===== src/design/universal_integer_encoder_macros.svh =====
// Assertion helpers used by universal_integer_encoder.sv.
`ifndef UNIVERSAL_INTEGER_ENCODER_MACROS_SVH
`define UNIVERSAL_INTEGER_ENCODER_MACROS_SVH

// Same-cycle implication, disabled in reset.
`define UIE_ASSERT_NOW(label, clk, rst, ante, cons, msg) \
   label: assert property (@(posedge clk) disable iff (rst) (ante) |-> (cons)) \
      else $error(msg);

// Next-cycle implication, disabled in reset.
`define UIE_ASSERT_NEXT(label, clk, rst, ante, cons, msg) \
   label: assert property (@(posedge clk) disable iff (rst) (ante) |=> (cons)) \
      else $error(msg);

`endif


===== src/design/uie_pkg.sv =====
`timescale 1ns / 1ps

package uie_pkg;

   localparam int UNARY_LIMIT_DEF = 2048;
   localparam int CHUNK_WIDTH_DEF = 32;
   localparam int MAX_RESULTS     = 64;

   // Longest gamma word is 2*32+1 bits.
   localparam int WORD_W    = 65;
   // Bit count of a word, up to the largest unary length.
   localparam int CNT_W     = 12;
   localparam int VALUE_W   = 32;
   localparam int BITS_W    = 6;
   localparam int CSR_IDX_W = 1;
   localparam int CSR_DAT_W = 6;

   localparam logic [CSR_IDX_W-1:0] CSR_CODE_KIND    = 1'b0;
   localparam logic [CSR_IDX_W-1:0] CSR_BINARY_WIDTH = 1'b1;

   localparam logic [BITS_W-1:0] BINARY_WIDTH_RST = 6'd8;

   typedef enum logic [1:0] {
      KIND_BINARY = 2'd0,
      KIND_UNARY  = 2'd1,
      KIND_GAMMA  = 2'd2,
      KIND_DELTA  = 2'd3
   } code_kind_type;

   // One code word handed to the chunk emitter, left aligned.
   typedef struct packed {
      logic [WORD_W-1:0] word;
      logic [CNT_W-1:0]  rem;
      logic              uni;
      logic              too_long;
   } uie_item_type;

   // Number of significant bits, 0 for zero.
   function automatic logic [BITS_W-1:0] bit_len(input logic [VALUE_W-1:0] v);
      logic [BITS_W-1:0] r;
      r = '0;
      for (int i = 0; i < VALUE_W; i++) begin
         if (v[i]) r = BITS_W'(i + 1);
      end
      return r;
   endfunction

   // Ones in the low n bits, n up to 32.
   function automatic logic [VALUE_W:0] low_mask(input logic [BITS_W-1:0] n);
      return ((VALUE_W+1)'(1) << n) - (VALUE_W+1)'(1);
   endfunction

endpackage


===== src/design/uie_emitter.sv =====
`timescale 1ns / 1ps

module uie_emitter
   import uie_pkg::*;
#(
   parameter int CHUNK_WIDTH = CHUNK_WIDTH_DEF
) (
   input  logic                clock,
   input  logic                reset,
   input  logic                in_valid,
   input  uie_item_type        in_item,
   output logic                take,
   output logic                rsp_strobe,
   output logic [VALUE_W-1:0]  rsp_code_chunk,
   output logic [BITS_W-1:0]   rsp_chunk_bits,
   output logic                rsp_last_chunk,
   output logic                rsp_too_long
);

   localparam logic [CHUNK_WIDTH-1:0] ONES  = '1;
   localparam logic [CHUNK_WIDTH-1:0] TAIL  = ~CHUNK_WIDTH'(1);
   localparam logic [CNT_W-1:0]       CW    = CNT_W'(CHUNK_WIDTH);

   logic               em_valid_ff, em_valid_in;
   logic [WORD_W-1:0]  word_ff, word_in;
   logic [CNT_W-1:0]   rem_ff, rem_in;
   logic               uni_ff, uni_in;
   logic               tl_ff, tl_in;

   logic               strobe_ff;
   logic [VALUE_W-1:0] code_ff, code_in;
   logic [BITS_W-1:0]  bits_ff, bits_in;
   logic               last_ff;
   logic               tlo_ff;

   logic                   last;
   logic [CHUNK_WIDTH-1:0] top;
   logic [CNT_W-1:0]       sh;

   assign last = (rem_ff <= CW);
   assign take = !em_valid_ff || last;

   always_comb begin
      em_valid_in = em_valid_ff;
      word_in     = word_ff << CHUNK_WIDTH;
      rem_in      = rem_ff - CW;
      uni_in      = uni_ff;
      tl_in       = tl_ff;
      if (take) begin
         em_valid_in = in_valid;
         word_in     = in_item.word;
         rem_in      = in_item.rem;
         uni_in      = in_item.uni;
         tl_in       = in_item.too_long;
      end
   end

   // Unary chunks are ones, with a closing zero on the last one.
   always_comb begin
      sh = CW - rem_ff;
      if (uni_ff) begin
         top = last ? (TAIL << sh) : ONES;
      end else begin
         top = word_ff[WORD_W-1 -: CHUNK_WIDTH];
      end
      code_in = VALUE_W'(last ? (top >> sh) : top);
      bits_in = last ? BITS_W'(rem_ff) : BITS_W'(CHUNK_WIDTH);
   end

   always_ff @(posedge clock) begin
      if (reset) begin
         em_valid_ff <= 1'b0;
         strobe_ff   <= 1'b0;
      end else begin
         em_valid_ff <= em_valid_in;
         strobe_ff   <= em_valid_ff;
      end
      word_ff <= word_in;
      rem_ff  <= rem_in;
      uni_ff  <= uni_in;
      tl_ff   <= tl_in;
      code_ff <= code_in;
      bits_ff <= bits_in;
      last_ff <= last;
      tlo_ff  <= tl_ff;
   end

   assign rsp_strobe     = strobe_ff;
   assign rsp_code_chunk = code_ff;
   assign rsp_chunk_bits = bits_ff;
   assign rsp_last_chunk = last_ff;
   assign rsp_too_long   = tlo_ff;

endmodule


===== src/design/universal_integer_encoder.sv =====
`timescale 1ns / 1ps

// Universal integer encoder: fixed binary, unary, gamma or delta code words.
// Input: raise start with req_value; the value is taken at an edge where busy
// is low. Output: each chunk of the code word, most significant bit first,
// is on the rsp_ ports for one cycle with rsp_strobe high; the receiver takes
// every chunk and cannot stall. rsp_last_chunk marks the end of a word, and a
// refused unary value gives a single empty chunk with rsp_too_long set.
// Configuration: write code_kind (index 0) and binary_width (index 1) through
// csr_we / csr_index / csr_wdata while no item is in flight.
// Path: an accepted item passes the three front stages and the chunk register,
// then each chunk goes out through the output register.
// Throughput: the chunk emitter sends one chunk per cycle; a code word has
// one chunk for binary, up to three for gamma and up to two for delta at
// 32-bit chunks, and up to 64 for unary. busy is high while the front stage
// is full and cannot advance behind the emitter.
// Reset: clears all stage valid bits and sets code_kind to gamma and
// binary_width to 8.
module universal_integer_encoder
   import uie_pkg::*;
#(
   parameter int UNARY_LIMIT = UNARY_LIMIT_DEF,
   parameter int CHUNK_WIDTH = CHUNK_WIDTH_DEF
) (
   input  logic                 clock,
   input  logic                 reset,
   input  logic                 start,
   output logic                 busy,
   input  logic [VALUE_W-1:0]   req_value,
   output logic                 rsp_strobe,
   output logic [VALUE_W-1:0]   rsp_code_chunk,
   output logic [BITS_W-1:0]    rsp_chunk_bits,
   output logic                 rsp_last_chunk,
   output logic                 rsp_too_long,
   input  logic                 csr_we,
   input  logic [CSR_IDX_W-1:0] csr_index,
   input  logic [CSR_DAT_W-1:0] csr_wdata
);

`include "universal_integer_encoder_macros.svh"

   localparam int ULIM = (UNARY_LIMIT < MAX_RESULTS * CHUNK_WIDTH) ?
                         UNARY_LIMIT : MAX_RESULTS * CHUNK_WIDTH;
   localparam logic [VALUE_W-1:0] ULIM_V = VALUE_W'(ULIM);

   code_kind_type     code_kind_ff;
   logic [BITS_W-1:0] binary_width_ff;

   always_ff @(posedge clock) begin
      if (reset) begin
         code_kind_ff    <= KIND_GAMMA;
         binary_width_ff <= BINARY_WIDTH_RST;
      end else if (csr_we) begin
         unique case (csr_index)
            CSR_CODE_KIND:    code_kind_ff    <= code_kind_type'(csr_wdata[1:0]);
            CSR_BINARY_WIDTH: binary_width_ff <= csr_wdata;
            default: ;
         endcase
      end
   end

   // Stage 1: captured item.
   logic               s1_valid_ff;
   logic [VALUE_W-1:0] s1_value_ff;
   code_kind_type      s1_kind_ff;
   logic [BITS_W-1:0]  s1_bw_ff;

   // Stage 2: lengths and unary refusal.
   logic               s2_valid_ff;
   logic [VALUE_W-1:0] s2_value_ff;
   code_kind_type      s2_kind_ff;
   logic [BITS_W-1:0]  s2_n_ff, s2_n_in;
   logic [BITS_W-1:0]  s2_l_ff, s2_l_in;
   logic [2:0]         s2_lm_ff, s2_lm_in;
   logic               s2_tl_ff, s2_tl_in;

   // Stage 3: right-aligned word and its length.
   logic               s3_valid_ff;
   logic [WORD_W-1:0]  s3_word_ff, s3_word_in;
   logic [CNT_W-1:0]   s3_len_ff, s3_len_in;
   logic               s3_uni_ff;
   logic               s3_tl_ff;

   logic         em_take;
   logic         s3_adv, s2_adv, accept;
   uie_item_type em_item;

   assign s3_adv = !s3_valid_ff || em_take;
   assign s2_adv = !s2_valid_ff || s3_adv;
   assign busy   = s1_valid_ff && !s2_adv;
   assign accept = start && !busy;

   always_comb begin
      logic [BITS_W-1:0] m;
      s2_n_in  = (s1_bw_ff > BITS_W'(VALUE_W)) ? BITS_W'(VALUE_W) : s1_bw_ff;
      s2_l_in  = bit_len(s1_value_ff);
      m        = s2_l_in + BITS_W'(1);
      s2_lm_in = 3'(bit_len(VALUE_W'(m)));
      s2_tl_in = (s1_kind_ff == KIND_UNARY) && (s1_value_ff > ULIM_V);
   end

   always_comb begin
      logic [BITS_W-1:0] m;
      logic [12:0]       prefix;
      logic [BITS_W:0]   l1;
      m      = s2_l_ff + BITS_W'(1);
      l1     = {1'b0, s2_l_ff} + (BITS_W+1)'(1);
      prefix = (13'(low_mask(BITS_W'(s2_lm_ff))) << (s2_lm_ff + 3'd1)) | 13'(m);
      s3_word_in = '0;
      s3_len_in  = '0;
      case (s2_kind_ff)
         KIND_BINARY: begin
            s3_word_in = WORD_W'(s2_value_ff & VALUE_W'(low_mask(s2_n_ff)));
            s3_len_in  = CNT_W'(s2_n_ff);
         end
         KIND_UNARY: begin
            // Values 0 and 1 both give a single zero.
            if (!s2_tl_ff) begin
               s3_len_in = (s2_value_ff == '0) ? CNT_W'(1) : CNT_W'(s2_value_ff);
            end
         end
         KIND_GAMMA: begin
            s3_word_in = (WORD_W'(low_mask(s2_l_ff)) << l1) | WORD_W'(s2_value_ff);
            s3_len_in  = CNT_W'({s2_l_ff, 1'b1});
         end
         default: begin
            s3_word_in = (WORD_W'(prefix) << s2_l_ff) | WORD_W'(s2_value_ff);
            s3_len_in  = CNT_W'({s2_lm_ff, 1'b1}) + CNT_W'(s2_l_ff);
         end
      endcase
   end

   always_ff @(posedge clock) begin
      if (reset) begin
         s1_valid_ff <= 1'b0;
         s2_valid_ff <= 1'b0;
         s3_valid_ff <= 1'b0;
      end else begin
         if (!busy)  s1_valid_ff <= accept;
         if (s2_adv) s2_valid_ff <= s1_valid_ff;
         if (s3_adv) s3_valid_ff <= s2_valid_ff;
      end
      if (accept) begin
         s1_value_ff <= req_value;
         s1_kind_ff  <= code_kind_ff;
         s1_bw_ff    <= binary_width_ff;
      end
      if (s2_adv) begin
         s2_value_ff <= s1_value_ff;
         s2_kind_ff  <= s1_kind_ff;
         s2_n_ff     <= s2_n_in;
         s2_l_ff     <= s2_l_in;
         s2_lm_ff    <= s2_lm_in;
         s2_tl_ff    <= s2_tl_in;
      end
      if (s3_adv) begin
         s3_word_ff <= s3_word_in;
         s3_len_ff  <= s3_len_in;
         s3_uni_ff  <= (s2_kind_ff == KIND_UNARY);
         s3_tl_ff   <= s2_tl_ff;
      end
   end

   // Left-align the word so the emitter always reads from the top.
   always_comb begin
      em_item.word     = s3_uni_ff ? '0 : (s3_word_ff << (CNT_W'(WORD_W) - s3_len_ff));
      em_item.rem      = s3_len_ff;
      em_item.uni      = s3_uni_ff;
      em_item.too_long = s3_tl_ff;
   end

   uie_emitter #(
      .CHUNK_WIDTH(CHUNK_WIDTH)
   ) u_emitter (
      .clock          (clock),
      .reset          (reset),
      .in_valid       (s3_valid_ff),
      .in_item        (em_item),
      .take           (em_take),
      .rsp_strobe     (rsp_strobe),
      .rsp_code_chunk (rsp_code_chunk),
      .rsp_chunk_bits (rsp_chunk_bits),
      .rsp_last_chunk (rsp_last_chunk),
      .rsp_too_long   (rsp_too_long)
   );

   `UIE_ASSERT_NEXT(a_chunks_back_to_back, clock, reset, rsp_strobe && !rsp_last_chunk, rsp_strobe, "code word broken between chunks")
   `UIE_ASSERT_NOW(a_full_mid_chunk, clock, reset, rsp_strobe && !rsp_last_chunk, rsp_chunk_bits == BITS_W'(CHUNK_WIDTH), "non-final chunk not full")
   `UIE_ASSERT_NOW(a_refusal_empty, clock, reset, rsp_strobe && rsp_too_long, rsp_last_chunk && (rsp_chunk_bits == '0) && (rsp_code_chunk == '0), "refused unary not a single empty chunk")
   `UIE_ASSERT_NEXT(a_accept_loads, clock, reset, accept, s1_valid_ff, "accepted item not captured")

endmodule

===== config.mk =====
export PLATFORM = sky130hd
export DESIGN_NAME = universal_integer_encoder
export DESIGN_NICKNAME = d
export VERILOG_FILES = /design/src/design/uie_pkg.sv /design/src/design/uie_emitter.sv /design/src/design/universal_integer_encoder.sv
export VERILOG_INCLUDE_DIRS = /design/src /design/src/design
export SDC_FILE = /design/constraint.sdc
export NUM_CORES = 1
export LEC_CHECK = 0
export BUFFER_PORTS_ARGS = -buffer_cell sky130_fd_sc_hd__buf_2
export CAP_MARGIN = 20
export CORE_ASPECT_RATIO = 0.6
export CORE_UTILIZATION = 30
export DETAILED_ROUTE_END_ITERATION = 10
export PLACE_DENSITY = 0.51
export REMOVE_ABC_BUFFERS = 1
export SKIP_LAST_GASP = 1
export SLEW_MARGIN = 20
export SYNTH_ARGS = -nofsm -noshare
export SYNTH_HDL_FRONTEND = slang
export SYNTH_SLANG_ARGS = --single-unit

===== constraint.sdc =====
create_clock -name clock -period 10 [get_ports clock]
set_input_delay 2 -clock clock [delete_from_list [all_inputs] [get_ports clock]]
set_output_delay 2 -clock clock [all_outputs]
set_load 0.03 [all_outputs]

==> results of run 1 <==
power by group through the flow:
stage / Combinational (mW) / Clock (mW) / Sequential [mW]
final: 2.40 / 1.14 / 1.61
after global routing: 2.49 / 1.23 / 1.63
after CTS: 2.27 / 1.17 / 1.61
after detailed placement: 2.26 / 0 / 1.63
after global placement: 2.28 / 0 / 1.63
after floorplan: 1.33 / 0 / 1.68
cells in the final DEF, fill, tap and decap left out, types with 25 or more instances in the layout:
master / count
a211oi_1: 73
a21oi_1: 193
a22oi_1: 28
a31oi_1: 63
and2_1: 43
buf_2: 84
buf_4: 79
clkbuf_16: 31
dfxtp_1: 125
edfxtp_1: 175
ha_1: 25
inv_1: 52
mux2_2: 26
mux2i_1: 112
mux4_2: 64
nand2_1: 304
nand2b_1: 42
nand3_1: 95
nand4_1: 28
nor2_1: 338
nor2b_1: 34
nor3_1: 84
nor4_1: 45
o211ai_1: 45
o21ai_0: 226
o221ai_1: 29
o22ai_1: 59
o31ai_1: 31
or2_2: 26
or3_1: 27
path summary, 6_finish.rpt:
path | start | cells past startpoint | slack [ns] | endpoint
max | u_emitter.rem_ff[0] | 10 | 3.77 | busy
min | s3_tl_ff | 0 | 0.42 | u_emitter.tl_ff
max reg2reg | s2_l_ff[0] | 15 | 3.94 | s3_word_ff[26]
min reg2reg | s3_tl_ff | 0 | 0.42 | u_emitter.tl_ff
worst max-delay path: cells and delay by family, from the launching register on:
family / cells / cell delay [ns]
AND/OR/NAND/NOR: 5 / 1.93
flip-flops: 1 / 0.38
adder cells (fa/ha/maj): 1 / 0.61
buffers and inverters: 4 / 0.66
layout make-up:
| type | instances | area, sq um |
|---|---|---|
| Antenna cell | 1 | 2.50 |
| Clock buffer | 38 | 852 |
| Clock inverter | 17 | 134 |
| Fill cell | 8875 | 55800 |
| Inverter | 58 | 218 |
| Multi-Input combinational cell | 2494 | 16600 |
| Sequential cell | 300 | 7760 |
| Tap cell | 1134 | 1420 |
| Timing Repair Buffer | 164 | 1040 |
synth_stat cells, types with 51 or more instances:
master    number  area [sq um]
inv_1         51           191
edfxtp_1     175          5260
dfxtp_1      125          2500
mux4_2        64          1440
mux2i_1      112          1120
o22ai_1       59           369
a21oi_1      193           966
nor2_1       342          1280
nand2_1      305          1140
nand3_1       96           480
nor3_1        85           425
a31oi_1       63           394
a211oi_1      73           548
o21ai_0      227          1140
clkbuf_1     216           811
kinds of logic (layout without fill, tap and decap cells):
| kind of cell | Yosys count | after routing | share of synthesized area, % |
|---|---|---|---|
| simple gates | 1148 | 1148 | 21.6 |
| compound gates | 1068 | 1068 | 28.7 |
| buf+inv | 325 | 277 | 4.96 |
| flops | 300 | 300 | 30.4 |
| mux | 203 | 203 | 11.2 |
| xor+xnor | 48 | 48 | 1.65 |
| fa+ha+maj | 27 | 27 | 1.35 |
| other cells | 0 | 1 | 0 |
routing by layer:
layer / GRT usage [%] / wire length [microns] / up-vias
li1: - / - / 11900
met3: 14.6 / 19500 / 93
met2: 29.5 / 39700 / 1623
met4: 2.25 / 1020 / 4
met1: 44.5 / 60500 / 13200
met5: 2.28 / 267 / -
through the flow:
| stage | cells | setup slack, ns | hold WS [ns] | total power, mW |
|---|---|---|---|---|
| 2_1_floorplan | 2852 | 1.40 | 0.323 | 3.00 |
| 3_5_place_dp | 4149 | 4.36 | 0.406 | 3.89 |
| 3_3_place_gp | 4149 | 4.39 | 0.404 | 3.91 |
| 6_report | 4206 | 3.77 | 0.421 | 5.15 |
| 4_1_cts | 4204 | 3.73 | 0.416 | 5.04 |
| 5_1_grt | 4205 | 3.50 | 0.435 | 5.35 |
flip-flops by register name, indices dropped and copies added, names as in the netlist, 2 cells and up:
name,flops
s3_word_ff,65
s2_n_ff,6
s1_value_ff,32
binary_width_ff,6
s2_lm_ff,3
s1_bw_ff,6
u_emitter.rsp_chunk_bits,6
s1_kind_ff,2
s2_value_ff,32
u_emitter.word_ff,65
s3_len_ff,12
s2_l_ff,5
code_kind_ff,2
u_emitter.rem_ff,12
s2_kind_ff,2
u_emitter.rsp_code_chunk,32
==> flow_summary.toml, run 1 <==
[clock_tree]
clock_sinks = 300
cts-root-buf = "clkbuf_16"
clkLatencyLatePin_ns = 0.63
cts_max_path_buffers = 3
clk_pin_slew_worst_paths_ns = 0.07
post_cts.resized_instances = 0
htreeDepth = 1
cts_setup_buffers = 0
cts_tree = "done"
postCtsHoldBufs = 0
numCtsBuffers = 30

[logic_synthesis]
synth_async_sr_flop_share_pct = 0
yosysWarnings = 0
ys_types = 110
yosysSeqAreaShare_pct = 30.4
number_of_register_bits_inferred_by_synthesis = 300
syn-cell-area_sq_um = 25500
number_of_enable_type_register_cells_in_the_synthesized_netlist = 175
postSynth.topFlopCell = "edfxtp_1"
synthCells = 3119
syn_area_per_cell_sq_um = 8.18

[power_and_ir_drop]
power_frac_clock_pct = 22.2
vdd_drop_max_v = 0.000154
leakagePower_nw = 9.96
switching_power_mw = 2.36
p_seq_share_pct = 31.3
switching_share_pct = 45.8
comb_power_share_pct = 46.6
cellPowerDensity_nw_per_um2 = 183
int_pwr_mw = 2.79

[worst_setup_path]
path_class = "reg2out"
cpMostUsedCell = "inv_1"
critPathMaxStageDelay_ns = 0.61
setup_crit_end_kind = "output port"
path_max_fanout = 44
slowest_cp_cell = "ha_1"
crit_chain = "inv_1 -> buf_4 -> ha_1 -> or4b_4 -> and2_4 -> or3_1 -> and2_2 -> nand4_1 -> inv_1 -> buf_2"
worstSetupStartpointType = "flop"
cp_data_arrival_time_ns = 4.23
cp_data_required_time_ns = 8.00

[sta]
final-max-slew-violation-count = 0
fmaxAchievable_mhz = 161
worst_slew_margin_rel_pct = 12.1
tightestPinTransition_ns = 1.28
timing.final.hold_violations = 0
setup_total_negative_slack_ns = 0
report.final.setup_viol = 0
period_needed_ns = 6.23
rsz0062_at_grt = "no"
worst_clock_skew_ns = 0.0358
final_min_period_over_clock_period_pct = 62.3

[place]
hpwl_mm = 94.5
placement.cell_area_sq_um = 27100
gpl.final_weighted_congestion = 1.05
port_buffers = 84

[die]
start_util_pct = 30.4
rows = 82
area_of_the_die_sq_um = 86300
chipHeight_microns = 228
die_x_microns = 379
core_sq_um = 83800
top_level_ports = 85

[routing]
viasPerCell = 6.38
detail-route-antenna-nets = 0
route.detailed.wl_per_inst_microns = 28.8
drt_pass1_iterations = 6
dr_total_vias = 26800
detail_route.iter0.violations = 4015
detail_route.drc_violations = 0
routed_wirelength_mm = 121

[layout]
drive_above_1_share_pct = 12.9
area.growth.synth_to_final_pct = 10.0
design_area_sq_um = 28100
utilization_pct = 33.5
num-nets-final = 3118

[grt]
grt_start_max_net_pins = 74
initial_antenna_violation_count = 2
globalRouteTotalUtil_pct = 27.2
global_route_wire_length_before_repair_mm = 175
grt_overflow_total = 0
grt_pass1_vias = 24200

[flow_run]
maxCapViolations = 0

[worst_hold_path]
worstHoldPathType = "reg2reg"

[status]
status = "complete, no violations"
Note: power is estimated with default switching activity, not from simulation.
==> inputs of run 2 (changes only) <==
--- a/config.mk
+++ b/config.mk
@@ -11,7 +11,7 @@
 export CORE_ASPECT_RATIO = 0.6
 export CORE_UTILIZATION = 30
 export DETAILED_ROUTE_END_ITERATION = 10
-export PLACE_DENSITY = 0.51
+export PLACE_DENSITY = 0.53
 export REMOVE_ABC_BUFFERS = 1
 export SKIP_LAST_GASP = 1
 export SLEW_MARGIN = 20
==> constraint.sdc (replaced) <==
create_clock -name clock -period 5.7 [get_ports clock]
set_input_delay 1.14 -clock clock [delete_from_list [all_inputs] [get_ports clock]]
set_output_delay 1.14 -clock clock [all_outputs]
set_load 0.03 [all_outputs]
==> run 2 against run 1 <==
Count of clock-buffer cells in the layout rose by 3. Total power rose by 82%. Utilization rose by 0.87 points. Non-clock buffer count rose by 82. Setup slack got worse by 3.3 ns. Sequential power rose by 75%. Flip-flop and latch count did not move. Clock power rose by 91%. Largest power group unchanged. Highest routed layer unchanged.
==> flow_summary.toml, run 2 (synthesized netlist as in run 1, its figures left out) <==
[die]
core_sq_um = 83800
area_of_the_die_sq_um = 86300
start_util_pct = 30.4
chipHeight_microns = 228
top_level_ports = 85
rows = 82
die_x_microns = 379

[worst_setup_path]
cp_data_required_time_ns = 6.07
slowest_cp_cell = "ha_1"
critPathMaxStageDelay_ns = 0.54
crit_chain = "buf_4 -> ha_1 -> buf_4 -> nor3_2 -> buf_4 -> a211o_1 -> a2111oi_0 -> nor2_1 -> o21ai_0 -> o221ai_1 -> a21oi_1 -> mux2i_1 -> or3_1 -> a31oi_1"
setup_crit_end_kind = "flop"
path_class = "reg2reg"
cpMostUsedCell = "buf_4"
worst-path-buf-inv = 3
path_max_fanout = 31
worstSetupStartpointType = "flop"
worst_path_dominant_cell_family = "compound AO/OA/AOI/OAI gates"
cp_data_arrival_time_ns = 5.62

[grt]
globalRouteTotalUtil_pct = 28.3
initial_antenna_violation_count = 5
grt_start_max_net_pins = 85
grt_pass1_vias = 24700
grt_overflow_total = 0
global_route_wire_length_before_repair_mm = 180

[clock_tree]
clkLatencyLatePin_ns = 0.56
numCtsBuffers = 34
clk_pin_slew_worst_paths_ns = 0.07
cts_tree = "done"
cts-root-buf = "clkbuf_16"
htreeDepth = 2
clock_sinks = 300
postCtsHoldBufs = 0
post_cts.resized_instances = 0
cts_setup_buffers = 0
cts_max_path_buffers = 3

[flow_run]
maxCapViolations = 0

[layout]
ff_latch_area_sq_um = 7760
final.fill_count = 8852
largest_registers = "s3_word_ff: 65 flops, u_emitter.word_ff: 65 flops"
area.growth.synth_to_final_pct = 12.9
mostFrequentLayoutCell = "nor2_1"
design_area_sq_um = 28800
multi_input_area_sq_um = 16600
most-common-layout-cells = "nor2_1, nand2_1, o21ai_0, a21oi_1, edfxtp_1"
num-nets-final = 3204
drive_above_1_share_pct = 15.1

[power_and_ir_drop]
vdd_drop_max_v = 0.000212
leakagePower_nw = 10.4
design_power_total_mw = 9.38
cellPowerDensity_nw_per_um2 = 326

[sta]
worst_clock_skew_ns = 0.0282
period_needed_ns = 5.25
worst_slew_margin_rel_pct = 13.6
rsz0062_at_grt = "no"
setup_total_negative_slack_ns = 0
fmaxAchievable_mhz = 191
final-max-slew-violation-count = 0
tightestPinTransition_ns = 1.28
final_min_period_over_clock_period_pct = 92.0
report.final.setup_viol = 0
timing.final.hold_violations = 0

[status]
status = "complete, no violations"

[place]
port_buffers = 84
placement.cell_area_sq_um = 27700
gpl.final_weighted_congestion = 1.05
hpwl_mm = 99.8

[routing]
detail-route-antenna-nets = 0
routed_wirelength_mm = 126
route.layer.met1.wl_mm = 62.8
route.met3.wl_mm = 22.2
viasPerCell = 6.38
wl_met2_mm = 39.8
detail_route.iter0.violations = 4567
drt_pass1_iterations = 8
dr_total_vias = 27400
route.detailed.wl_per_inst_microns = 29.4
detail_route.drc_violations = 0
top_signal_layer_used = "met5"

[worst_hold_path]
worstHoldPathType = "reg2reg"
[run 2: changes by cell type in the layout (fill, tap and decap cells not counted), moves of 2 or more]
cell | previous run | this run
buf_4 | 79 | 156
buf_12 | 0 | 5
clkbuf_16 | 31 | 35
clkbuf_8 | 5 | 2
clkinv_2 | 7 | 4
clkbuf_1 | 2 | 4
inv_1 | 52 | 50
[run 2: area by class of cell]
class	count	share of cell area (%)
inverters	58	0.756
clock buffers	41	3.19
clock inverters	15	0.500
repair buffers	246	5.89
flip-flops and latches	300	26.9
well taps	1134	4.93
multi-input cells	2494	57.8
diodes	2	0.0174
[run 2: metrics by stage]
stage / setup slack, ns / hold WS (ns) / cells / utilization, %
finish: 0.454 / 0.427 / 4290 / 34.4
global route: 0.202 / 0.439 / 4290 / 34.4
CTS: 0.700 / 0.432 / 4287 / 34.3
detailed placement: 0.746 / 0.416 / 4231 / 33.1
global placement: 0.584 / 0.400 / 4230 / 33.1
floorplan: -2.90 / 0.323 / 2852 / -
[run 2: where the power goes]
group	internal, mW	switching, mW
combinational	1.37	3.03
sequential	2.56	0.246
clock	1.21	0.970
total	5.14	4.24
[run 2: final timing paths]
path / cells past startpoint / to / startpoint / slack (ns)
worst max-delay path: 14 / s3_word_ff[19] / s2_l_ff[1] / 0.45
worst min-delay path: 2 / u_emitter.word_ff[60] / u_emitter.word_ff[28] / 0.43
worst max register to register: 14 / s3_word_ff[19] / s2_l_ff[1] / 0.45
worst min register to register: 2 / u_emitter.word_ff[60] / u_emitter.word_ff[28] / 0.43
[run 2: worst min-delay path: stages, from the launching register on]
cell and delay (ns):
dfxtp_1 0.31, nand2_1 0.04, o21ai_0 0.05
[run 2: layer usage]
metal  vias up  GRT usage, %
li1      12000             -
met1     13400          46.4
met4         6          3.47
met5         -          1.33
met3       110          16.2
met2      1807          29.6
